===== src/hdl/hkv_pkg.sv =====
package hkv_pkg;

  localparam int CMD_W    = 2;
  localparam int KEY_W    = 31;
  localparam int VAL_W    = 32;
  localparam int STATUS_W = 3;

  localparam logic [VAL_W-1:0] MINUS_ONE = '1;

  typedef enum logic [CMD_W-1:0] {
    CMD_INSERT = 2'd0,
    CMD_LOOKUP = 2'd1,
    CMD_REMOVE = 2'd2
  } cmd_t;

  typedef enum logic [STATUS_W-1:0] {
    STAT_INSERTED = 3'd0,
    STAT_UPDATED  = 3'd1,
    STAT_FULL     = 3'd2,
    STAT_REMOVED  = 3'd3,
    STAT_NOTFOUND = 3'd4,
    STAT_HIT      = 3'd5
  } status_t;

  typedef enum logic [2:0] {
    S_CLEAR,
    S_IDLE,
    S_DIVIDE,
    S_SCAN,
    S_DRAIN,
    S_DECIDE
  } state_t;

  // one slot as held in the table memory
  typedef struct packed {
    logic             valid;
    logic [KEY_W-1:0] key;
    logic [VAL_W-1:0] value;
  } slot_t;

  localparam int SLOT_W = $bits(slot_t);

endpackage


===== src/hdl/hkv_ram.sv =====
module hkv_ram #(
  parameter int WIDTH = 8,
  parameter int DEPTH = 16
) (
  input  logic                     clk,
  input  logic                     we,
  input  logic [$clog2(DEPTH)-1:0] waddr,
  input  logic [WIDTH-1:0]         wdata,
  input  logic [$clog2(DEPTH)-1:0] raddr,
  output logic [WIDTH-1:0]         rdata
);

  logic [WIDTH-1:0] mem [DEPTH];

  // write port
  always_ff @(posedge clk) begin
    if (we) begin
      mem[waddr] <= wdata;
    end
  end

  // registered read port
  always_ff @(posedge clk) begin
    rdata <= mem[raddr];
  end

endmodule


===== src/hdl/hkv_rem.sv =====
module hkv_rem #(
  parameter int BUCKETS = 16
) (
  input  logic                           clk,
  input  logic                           rst,
  input  logic                           start,
  input  logic [hkv_pkg::KEY_W-1:0]      dividend,
  output logic                           done,
  output logic [$clog2(BUCKETS)-1:0]     remainder
);

  localparam int  IDX_W = $clog2(BUCKETS);
  localparam bit  POW2  = ((BUCKETS & (BUCKETS - 1)) == 0);

  generate
    if (POW2) begin : g_mask
      // power of two: the remainder is the low bits
      always_ff @(posedge clk) begin
        if (rst) begin
          done <= 1'b0;
        end else begin
          done <= start;
        end
      end

      always_ff @(posedge clk) begin
        if (start) begin
          remainder <= dividend[IDX_W-1:0];
        end
      end
    end else begin : g_recip
      localparam int K_W = hkv_pkg::KEY_W;
      localparam int R_W = IDX_W + 1;
      // scaled reciprocal, floor(2^K_W / BUCKETS); the quotient estimate is
      // at most one short, so the first remainder stays below 2*BUCKETS
      localparam logic [K_W-1:0] RECIP = K_W'((64'd1 << K_W) / BUCKETS);
      localparam logic [K_W-1:0] B_K   = K_W'(BUCKETS);
      localparam logic [R_W-1:0] B_R   = R_W'(BUCKETS);

      logic                 step1;
      logic                 step2;
      logic [K_W-1:0]       key_hold;
      logic [2*K_W-1:0]     product;
      logic [K_W-1:0]       quotient;
      logic [K_W-1:0]       diff;
      logic [R_W-1:0]       rough;
      logic [IDX_W-1:0]     rem_next;

      assign quotient = product[2*K_W-1:K_W];
      assign diff     = key_hold - quotient * B_K;
      assign rem_next = (rough >= B_R) ? IDX_W'(rough - B_R) : rough[IDX_W-1:0];

      // advance the three steps: multiply, subtract, correct
      always_ff @(posedge clk) begin
        if (rst) begin
          step1 <= 1'b0;
          step2 <= 1'b0;
          done  <= 1'b0;
        end else begin
          step1 <= start;
          step2 <= step1;
          done  <= step2;
        end
      end

      always_ff @(posedge clk) begin
        if (start) begin
          key_hold <= dividend;
          product  <= {{K_W{1'b0}}, dividend} * {{K_W{1'b0}}, RECIP};
        end
        if (step1) begin
          rough <= diff[R_W-1:0];
        end
        if (step2) begin
          remainder <= rem_next;
        end
      end
    end
  endgenerate

endmodule


===== src/hdl/hashed_key_value_table.sv =====
// Channel   Handshake                   Payload
// request   req_valid / req_ready       command, key, value
// result    result_valid / result_ready read_value, status
//
// Each request passes through the bucket remainder unit (a mask, or a
// reciprocal multiply, subtract and correction), then reads the ways of
// its bucket one after another from the single-read table RAM, read once
// per way, then decides and writes. One request is in work at a time; no
// new request is taken until the last one has loaded its result.
// After reset a clearing pass marks every slot free; no request is taken
// until it ends. A stalled result holds the block in its final step until
// the result is taken.
module hashed_key_value_table #(
  parameter int BUCKETS = 16,
  parameter int WAYS    = 4
) (
  input  logic                               clk,
  input  logic                               rst,
  input  logic                               req_valid,
  output logic                               req_ready,
  input  logic [hkv_pkg::CMD_W-1:0]          command,
  input  logic [hkv_pkg::KEY_W-1:0]          key,
  input  logic signed [hkv_pkg::VAL_W-1:0]   value,
  output logic                               result_valid,
  input  logic                               result_ready,
  output logic signed [hkv_pkg::VAL_W-1:0]   read_value,
  output logic [hkv_pkg::STATUS_W-1:0]       status
);

  localparam int SLOTS  = BUCKETS * WAYS;
  localparam int ADDR_W = $clog2(SLOTS);
  localparam int IDX_W  = $clog2(BUCKETS);
  localparam int WAY_W  = (WAYS > 1) ? $clog2(WAYS) : 1;
  localparam logic [WAY_W-1:0]  WAY_LAST  = WAY_W'(WAYS - 1);
  localparam logic [ADDR_W-1:0] ADDR_LAST = ADDR_W'(SLOTS - 1);

  hkv_pkg::state_t state, state_next;

  logic [hkv_pkg::CMD_W-1:0] cmd_q;
  logic [hkv_pkg::KEY_W-1:0] key_q;
  logic [hkv_pkg::VAL_W-1:0] val_q;
  logic [ADDR_W-1:0]         base;
  logic [WAY_W-1:0]          issue_way;
  logic                      rd_pend;
  logic [WAY_W-1:0]          rd_way_q;
  logic                      hit;
  logic [WAY_W-1:0]          hit_way;
  logic [hkv_pkg::VAL_W-1:0] hit_value;
  logic                      free_found;
  logic [WAY_W-1:0]          free_way;
  logic [ADDR_W-1:0]         clr_addr;

  logic                      req_accept;
  logic                      mod_done;
  logic [IDX_W-1:0]          bucket;

  logic                          ram_we;
  logic [ADDR_W-1:0]             ram_waddr;
  logic [ADDR_W-1:0]             ram_raddr;
  hkv_pkg::slot_t                wr_slot;
  logic [hkv_pkg::SLOT_W-1:0]    ram_rdata;
  hkv_pkg::slot_t                rd_slot;

  logic                          load;
  logic [hkv_pkg::VAL_W-1:0]     res_value;
  hkv_pkg::status_t              res_status;

  assign req_accept = req_valid && req_ready;
  assign rd_slot    = ram_rdata;
  assign ram_raddr  = base + ADDR_W'(issue_way);

  // bucket index: key modulo BUCKETS
  hkv_rem #(
    .BUCKETS (BUCKETS)
  ) u_rem (
    .clk       (clk),
    .rst       (rst),
    .start     (req_accept),
    .dividend  (key),
    .done      (mod_done),
    .remainder (bucket)
  );

  hkv_ram #(
    .WIDTH (hkv_pkg::SLOT_W),
    .DEPTH (SLOTS)
  ) u_table (
    .clk   (clk),
    .we    (ram_we),
    .waddr (ram_waddr),
    .wdata (wr_slot),
    .raddr (ram_raddr),
    .rdata (ram_rdata)
  );

  // state register
  always_ff @(posedge clk) begin
    if (rst) begin
      state <= hkv_pkg::S_CLEAR;
    end else begin
      state <= state_next;
    end
  end

  // next state, table writes and result build
  always_comb begin
    state_next = state;
    req_ready  = 1'b0;
    ram_we     = 1'b0;
    ram_waddr  = clr_addr;
    wr_slot    = '{valid: 1'b1, key: key_q, value: val_q};
    load       = 1'b0;
    res_value  = '0;
    res_status = hkv_pkg::STAT_NOTFOUND;
    unique case (state)
      hkv_pkg::S_CLEAR: begin
        ram_we        = 1'b1;
        wr_slot.valid = 1'b0;
        if (clr_addr == ADDR_LAST) begin
          state_next = hkv_pkg::S_IDLE;
        end
      end
      hkv_pkg::S_IDLE: begin
        req_ready = 1'b1;
        if (req_valid) begin
          state_next = hkv_pkg::S_DIVIDE;
        end
      end
      hkv_pkg::S_DIVIDE: begin
        if (mod_done) begin
          state_next = hkv_pkg::S_SCAN;
        end
      end
      hkv_pkg::S_SCAN: begin
        if (issue_way == WAY_LAST) begin
          state_next = hkv_pkg::S_DRAIN;
        end
      end
      hkv_pkg::S_DRAIN: begin
        state_next = hkv_pkg::S_DECIDE;
      end
      hkv_pkg::S_DECIDE: begin
        // finish only once the result register is free
        if (!result_valid || result_ready) begin
          load       = 1'b1;
          state_next = hkv_pkg::S_IDLE;
          unique case (cmd_q)
            hkv_pkg::CMD_INSERT: begin
              if (hit) begin
                ram_we     = 1'b1;
                ram_waddr  = base + ADDR_W'(hit_way);
                res_status = hkv_pkg::STAT_UPDATED;
              end else if (free_found) begin
                ram_we     = 1'b1;
                ram_waddr  = base + ADDR_W'(free_way);
                res_status = hkv_pkg::STAT_INSERTED;
              end else begin
                res_status = hkv_pkg::STAT_FULL;
              end
            end
            hkv_pkg::CMD_LOOKUP: begin
              if (hit) begin
                res_value  = hit_value;
                res_status = hkv_pkg::STAT_HIT;
              end else begin
                res_value  = hkv_pkg::MINUS_ONE;
                res_status = hkv_pkg::STAT_NOTFOUND;
              end
            end
            hkv_pkg::CMD_REMOVE: begin
              if (hit) begin
                ram_we        = 1'b1;
                ram_waddr     = base + ADDR_W'(hit_way);
                wr_slot.valid = 1'b0;
                res_status    = hkv_pkg::STAT_REMOVED;
              end
            end
            default: begin
              res_status = hkv_pkg::STAT_NOTFOUND;
            end
          endcase
        end
      end
      default: begin
        state_next = hkv_pkg::S_IDLE;
      end
    endcase
  end

  // clearing pass address
  always_ff @(posedge clk) begin
    if (rst) begin
      clr_addr <= '0;
    end else if (state == hkv_pkg::S_CLEAR) begin
      clr_addr <= clr_addr + 1'b1;
    end
  end

  // hold the request
  always_ff @(posedge clk) begin
    if (req_accept) begin
      cmd_q <= command;
      key_q <= key;
      val_q <= value;
    end
  end

  // bucket base and way read sequencing
  always_ff @(posedge clk) begin
    if (state == hkv_pkg::S_DIVIDE && mod_done) begin
      base      <= ADDR_W'(bucket) * ADDR_W'(WAYS);
      issue_way <= '0;
    end else if (state == hkv_pkg::S_SCAN && issue_way != WAY_LAST) begin
      issue_way <= issue_way + 1'b1;
    end
  end

  always_ff @(posedge clk) begin
    if (rst) begin
      rd_pend <= 1'b0;
    end else begin
      rd_pend <= (state == hkv_pkg::S_SCAN);
    end
    rd_way_q <= issue_way;
  end

  // compare each returned slot: first match and lowest free way
  always_ff @(posedge clk) begin
    if (state == hkv_pkg::S_DIVIDE && mod_done) begin
      hit        <= 1'b0;
      free_found <= 1'b0;
    end else if (rd_pend) begin
      if (!hit && rd_slot.valid && rd_slot.key == key_q) begin
        hit       <= 1'b1;
        hit_way   <= rd_way_q;
        hit_value <= rd_slot.value;
      end
      if (!free_found && !rd_slot.valid) begin
        free_found <= 1'b1;
        free_way   <= rd_way_q;
      end
    end
  end

  // result register
  always_ff @(posedge clk) begin
    if (rst) begin
      result_valid <= 1'b0;
    end else if (load) begin
      result_valid <= 1'b1;
    end else if (result_ready) begin
      result_valid <= 1'b0;
    end
  end

  always_ff @(posedge clk) begin
    if (load) begin
      read_value <= res_value;
      status     <= res_status;
    end
  end

  // no table write while its ways are being read
  a_no_write_in_scan: assert property (@(posedge clk) disable iff (rst)
    (state == hkv_pkg::S_SCAN || state == hkv_pkg::S_DRAIN) |-> !ram_we)
    else $error("table written during bucket scan");

  // an accepted request blocks the next one
  a_busy_after_accept: assert property (@(posedge clk) disable iff (rst)
    req_accept |=> !req_ready)
    else $error("request taken while another is in work");

  // a lookup miss returns minus one
  a_miss_value: assert property (@(posedge clk) disable iff (rst)
    (load && cmd_q == hkv_pkg::CMD_LOOKUP && !hit) |=>
      (read_value == hkv_pkg::MINUS_ONE && result_valid))
    else $error("lookup miss did not return minus one");

  // an insert into a full bucket writes nothing
  a_full_no_write: assert property (@(posedge clk) disable iff (rst)
    (load && cmd_q == hkv_pkg::CMD_INSERT && !hit && !free_found) |-> !ram_we)
    else $error("insert into full bucket wrote the table");

endmodule

===== config.mk =====
export PLATFORM = sky130hd
export DESIGN_NAME = hashed_key_value_table
export DESIGN_NICKNAME = d
export VERILOG_FILES = /design/src/hdl/hkv_pkg.sv /design/src/hdl/hkv_ram.sv /design/src/hdl/hkv_rem.sv /design/src/hdl/hashed_key_value_table.sv
export SDC_FILE = /design/constraint.sdc
export NUM_CORES = 2
export LEC_CHECK = 0
export BUFFER_PORTS_ARGS = -buffer_cell sky130_fd_sc_hd__buf_2
export CORE_MARGIN = 10
export CORE_UTILIZATION = 50
export DETAILED_ROUTE_END_ITERATION = 10
export PLACE_DENSITY = 0.77
export SKIP_CTS_REPAIR_TIMING = 1
export SLEW_MARGIN = 0
export SYNTH_ARGS = -nofsm -noshare
export SYNTH_HDL_FRONTEND = slang
export SYNTH_SLANG_ARGS = --single-unit

===== constraint.sdc =====
create_clock -name clk -period 20.8 [get_ports clk]
set_input_delay 2.08 -clock clk [delete_from_list [all_inputs] [get_ports clk]]
set_output_delay 2.08 -clock clk [all_outputs]
set_load 0.01 [all_outputs]

### After elaboration in Yosys (flattened, before gate mapping)

Memories as Yosys holds them, arrays and structs flattened. A register that Yosys moved wholly into a read port is not among the register bits.
Cells that the tools add are included.

| storage, ports and cells | value |
|---|---|
| bits in registers | 162 |
| latch bits | 0 |
| bits in writable memories | 4096 |
| memory bits (read-only) | 0 |
| bits of input ports | 69 |
| output and inout bits | 37 |
| logic and storage cells | 98 |
| memories kept | 1 |

Memories:

| name | words | width | rd ports | clocked after memory_dff | wr ports | RTL line | RTL |
|---|---|---|---|---|---|---|---|
| u_table.mem | 64 | 64 | 1 | 1 | 1 | hkv_ram.sv:13 | `logic [WIDTH-1:0] mem [DEPTH];` |

| operators by class | value |
|---|---|
| add/sub/neg operators | 5 |
| multipliers | 0 |
| divide/modulo/power cells | 0 |
| order comparisons | 0 |
| equality and inequality tests | 16 |
| shift operators | 0 |
| multiplexer cells | 35 |
| bitwise gates (word level) | 1 |
| reductions and logical operators | 21 |

Operator list:

| kind | number |
|---|---|
| $mux 32 | 1 |
| $eq 31x31->1 | 1 |
| $mux 6 | 5 |
| $add 6x2->6 | 3 |
| $mux 3 | 6 |
| $pmux 3 s6 | 1 |
| $mux 1 | 15 |
| $pmux 6 s2 | 1 |
| $ne 2x2->1 const B | 5 |
| $pmux 3 s3 | 1 |
| $reduce_and 3->1 | 3 |
| $add 6x1->6 const B | 1 |
| $eq 3x2->1 const B | 2 |
| $eq 3x3->1 const B | 2 |
| $eq 6x6->1 const B | 1 |
| $logic_and 1x1->1 | 6 |
| $pmux 1 s2 | 3 |
| $reduce_and 2->1 | 3 |
| $reduce_and 5->1 | 1 |
| $eq 2x2->1 const B | 2 |
| $logic_not 1->1 | 4 |
| $mux 2 | 2 |
| $eq 3x1->1 const B | 1 |
| $logic_not 3->1 | 1 |
| 7 further kinds | 7 |

### Longest topological paths before layout

| depth | value |
|---|---|
| depth after elaboration | 7 |
| gate-level depth with buffers | 9 |
| depth with buffers taken out | 6 |

### Hierarchy

A second synthesis with hierarchy kept.

| unflattened totals | value |
|---|---|
| cells, all modules | 6968 |
| area total of the unflattened synthesis | 162328.2 µm² |

Modules (own cells, without submodules):

| module | times used | cells each | area each (µm²) | sequential area each (µm²) |
|---|---|---|---|---|
| hkv_ram | 1 | 6598 | 156348.7 | 124279.2 |
| hashed_key_value_table | 1 | 364 | 5825.6 | 4544.4 |
| hkv_rem | 1 | 6 | 153.9 | 140.1 |

### Worst setup path before layout

No wires, ideal clock.

| timing | value |
|---|---|
| kind | input -> register |
| start | in result_ready |
| end | mem u_table.mem[16][0] (netlist bit), enable pin |
| setup time | 0.565 ns |
| arrival | 7.695 ns |
| data required time | 20.235 ns |
| setup slack | 12.540 ns |
| cell stages on the path | 7 |
| path buffers | 2 |
| path through | nand2b_1 -> and4_1 -> and3_4 -> or3b_1 -> buf_6 -> buf_6 -> nor3_1 |

| between the ends | value |
|---|---|
| word-level cells in the longest chain between the ends | 5 |
| elaborated cells on any way between the ends | 7 |
| classes of those cells | mux: 6; reduce/logical: 1 |

Ends and longest elaborated chain:

| what | RTL line | RTL |
|---|---|---|
| start, declared | hashed_key_value_table.sv:25 | `input logic result_ready,` |
| $logic_or 1x1->1 (*) | hashed_key_value_table.sv:144 | `if (!result_valid \|\| result_ready) begin` |
| $mux 1 | hashed_key_value_table.sv:144 |  |
| $pmux 1 s2 | hashed_key_value_table.sv:115 | `unique case (state)` |
| $mux 1 | hkv_ram.sv:17 | `if (we) begin` |
| $mux 1 (not written as such) | hkv_ram.sv:18 | `mem[waddr] <= wdata;` |
| end, declared | hkv_ram.sv:13 |  |

Mark *: on every way between the ends. The rest lies on a longest branch, timed or not.

### Final worst setup path

| timing | value |
|---|---|
| start | in result_ready |
| end | mem u_table.mem[35][22] (netlist bit), enable pin |

The elaborated chain is that of the path after synthesis.

==> results.json <==
{
  "async_reset_ff_share_pct": 0,
  "root_buffer": "clkbuf_16",
  "hold_path.class": "reg -> reg",
  "worstMarginPinSlew_ns": 1.28,
  "wl_met2_mm": 221,
  "num_rows": 208,
  "period_minus_slack_ns": 5.74,
  "outcome": "finished, final reports clean",
  "portBuffers": 105,
  "grt_first_pass_wirelength_mm": 662,
  "synth_top_area_share_pct": 79.0,
  "dr.pass1.iters": 6,
  "drive_above_1_share_pct": 28.4,
  "netlist_top_cells_count": "edfxtp_1 (4236), mux4_2 (1021), o22ai_1 (316), clkbuf_1 (194), buf_2 (140)",
  "crit_path_end_kind": "flop",
  "drt-met1-wl_mm": 150,
  "wire_per_inst_um": 40.0,
  "synth_edf_count": 4236,
  "r2r_slack_ns": 15.39,
  "cts_inserted_buffers": 405,
  "track_usage_pct": 27.0,
  "die_y_um": 588,
  "drc": 0,
  "stdcell_count": 12000,
  "p_total_mw": 17.3,
  "syn_nets": 6936,
  "cp_data_arrival_time_ns": 6.29,
  "path_max_fanout": 35,
  "first_iter_violations": 16100,
  "dp_slack_ns": 14.33,
  "synth_area_leaders": "edfxtp_1 (79%), mux4_2 (14%), o22ai_1 (1.2%)",
  "maxUsedRoutingLayer": "met5",
  "dp.cells": 11200,
  "first_global_vias": 84100,
  "fmax_mhz": 174,
  "synth_most_common_cell": "edfxtp_1",
  "finalCritPeriodShare_pct": 27.6,
  "ys_warn_count": 0,
  "core_mm2": 0.321,
  "vias_per_cell": 7.04,
  "cts_sinks": 4318,
  "maxSlewViolCount": 0,
  "ioPinCount": 106,
  "final_core_util_pct": 56.7,
  "synth_largest_area_cell": "edfxtp_1",
  "clock_latency_ns": 0.96,
  "leakagePower_nw": 54.9,
  "timing.hold.ws_ns": 0.392,
  "syn_inst": 6865,
  "postRouteWirelength_mm": 479,
  "rsz0062_at_grt": "false",
  "p_per_area_mw_per_mm2": 95.0,
  "max-slew-margin-rel_pct": 14.4,
  "maxCapViolCount": 0,
  "clockBufferDepth": 4,
  "ant_nets": 0,
  "place.gp.congestion": 0.862,
  "die_area_mm2": 0.345,
  "ys_seq_area_share_pct": 80.0,
  "path_class": "in -> reg",
  "area_growth_syn_to_layout_pct": 12.8,
  "ys.flop_type": "edfxtp_1",
  "required_ns": 21.35,
  "finClkSkew_ns": 0.0850,
  "routed-wl-met3_mm": 75.2,
  "nets": 7364,
  "tritoncts": "done",
  "startpoint_type": "input port",
  "syn_area_mm2": 0.161,
  "grt_overflow_total": 0,
  "htreeDepth": 5,
  "ys_types": 60,
  "setup-tns-final_ns": 0,
  "clkTransAtPathRegs_ns": 0.06,
  "synth_area_per_cell_um2": 23.5,
  "irDropWorstVdd_v": 0.0000781,
  "antenna_found_initial": 30,
  "final_cell_area_mm2": 0.182,
  "hold_violations": 0,
  "chipWidth_um": 588,
  "initial_utilization_pct": 50.2,
  "vias": 84200,
  "grt_max_degree": 131,
  "synth_seq_cells": 4318,
  "finalSetupViolCount": 0,
  "hpwl_mm": 236,
  "setup_ws_ns": 15.06,
  "placed_cell_area_mm2": 0.168
}
==> report_power, final <==
part	switching (mW)	internal, mW	leakage (nW)
Clock	3.28	4.29	6.58
Sequential	0.0153	9.45	38.8
Combinational	0.134	0.0912	9.56
Total	3.43	13.8	54.9
==> cells by family after synthesis <==
logic type	after synthesis	share of synthesized area (%)
AO/OA/AOI/OAI	626	2.59
XOR/XNOR	36	0.196
adder cells (fa/ha/maj)	2	0.0155
buffers and inverters	425	1.15
flip-flops	4318	80.0
multiplexers	1130	15.0
AND/OR/NAND/NOR	328	1.10
==> registers in the layout (all words and copies together) (netlist names), 4 cells and up <==
| name | flops |
|---|---|
| u_table.mem | 4096 |
| u_table.rdata | 64 |
| hit_value | 32 |
| read_value | 32 |
| val_q | 32 |
| key_q | 31 |
| clr_addr | 6 |
| base | 4 |
==> metal layers <==
layer	track usage, %	up-vias
li1	-	30500
met1	33.8	43400
met2	41.3	8585
met3	9.67	1671
met4	15.2	20
met5	0.0958	-
==> cells in the final DEF, fill, tap and decap left out, drive strengths merged, types with 24 or more instances in the layout <==
cell      count
o221ai       68
nand2        35
mux4       1021
clkinv      172
bufinv       46
clkinvlp     24
nor3        119
clkbuf      496
buf         408
a21oi       110
mux2i        90
o22a         53
nor4         58
edfxtp     4236
inv          47
o22ai       316
xnor2        25
dfxtp        82
nand3        25
==> critical path, stage by stage <==
cell and delay (ns):
buf_2 0.23, nand2b_1 0.26, and4_1 0.34, inv_1 0.15
o41ai_1 0.49, o21ai_1 0.50, nor3_2 0.92, buf_4 0.55
buf_4 0.72
==> layout make-up <==
| cell class | instances | area (um^2) |
|---|---|---|
| well taps | 4305 | 5390 |
| repair buffers | 408 | 2910 |
| fillers | 21400 | 139000 |
| clock buffers | 496 | 10800 |
| inverters | 38 | 145 |
| flip-flops and latches | 4318 | 129000 |
| diodes | 23 | 57.6 |
| clock inverters | 251 | 2730 |
| multi-input cells | 2122 | 30900 |
==> path summary, 6_finish.rpt <==
kind / startpoint / endpoint / depth (start not counted)
max: result_ready / u_table.mem[35][22]$_DFFE_PP_ / 9
min: u_table.rdata[16]$_DFF_P_ / hit_value[16]$_DFFE_PP_ / 0
max reg2reg: issue_way[1]$_SDFFE_PP0P_ / u_table.rdata[45]$_DFF_P_ / 9
min reg2reg: u_table.rdata[16]$_DFF_P_ / hit_value[16]$_DFFE_PP_ / 0
No activity file was read; power rests on OpenSTA's default activity.
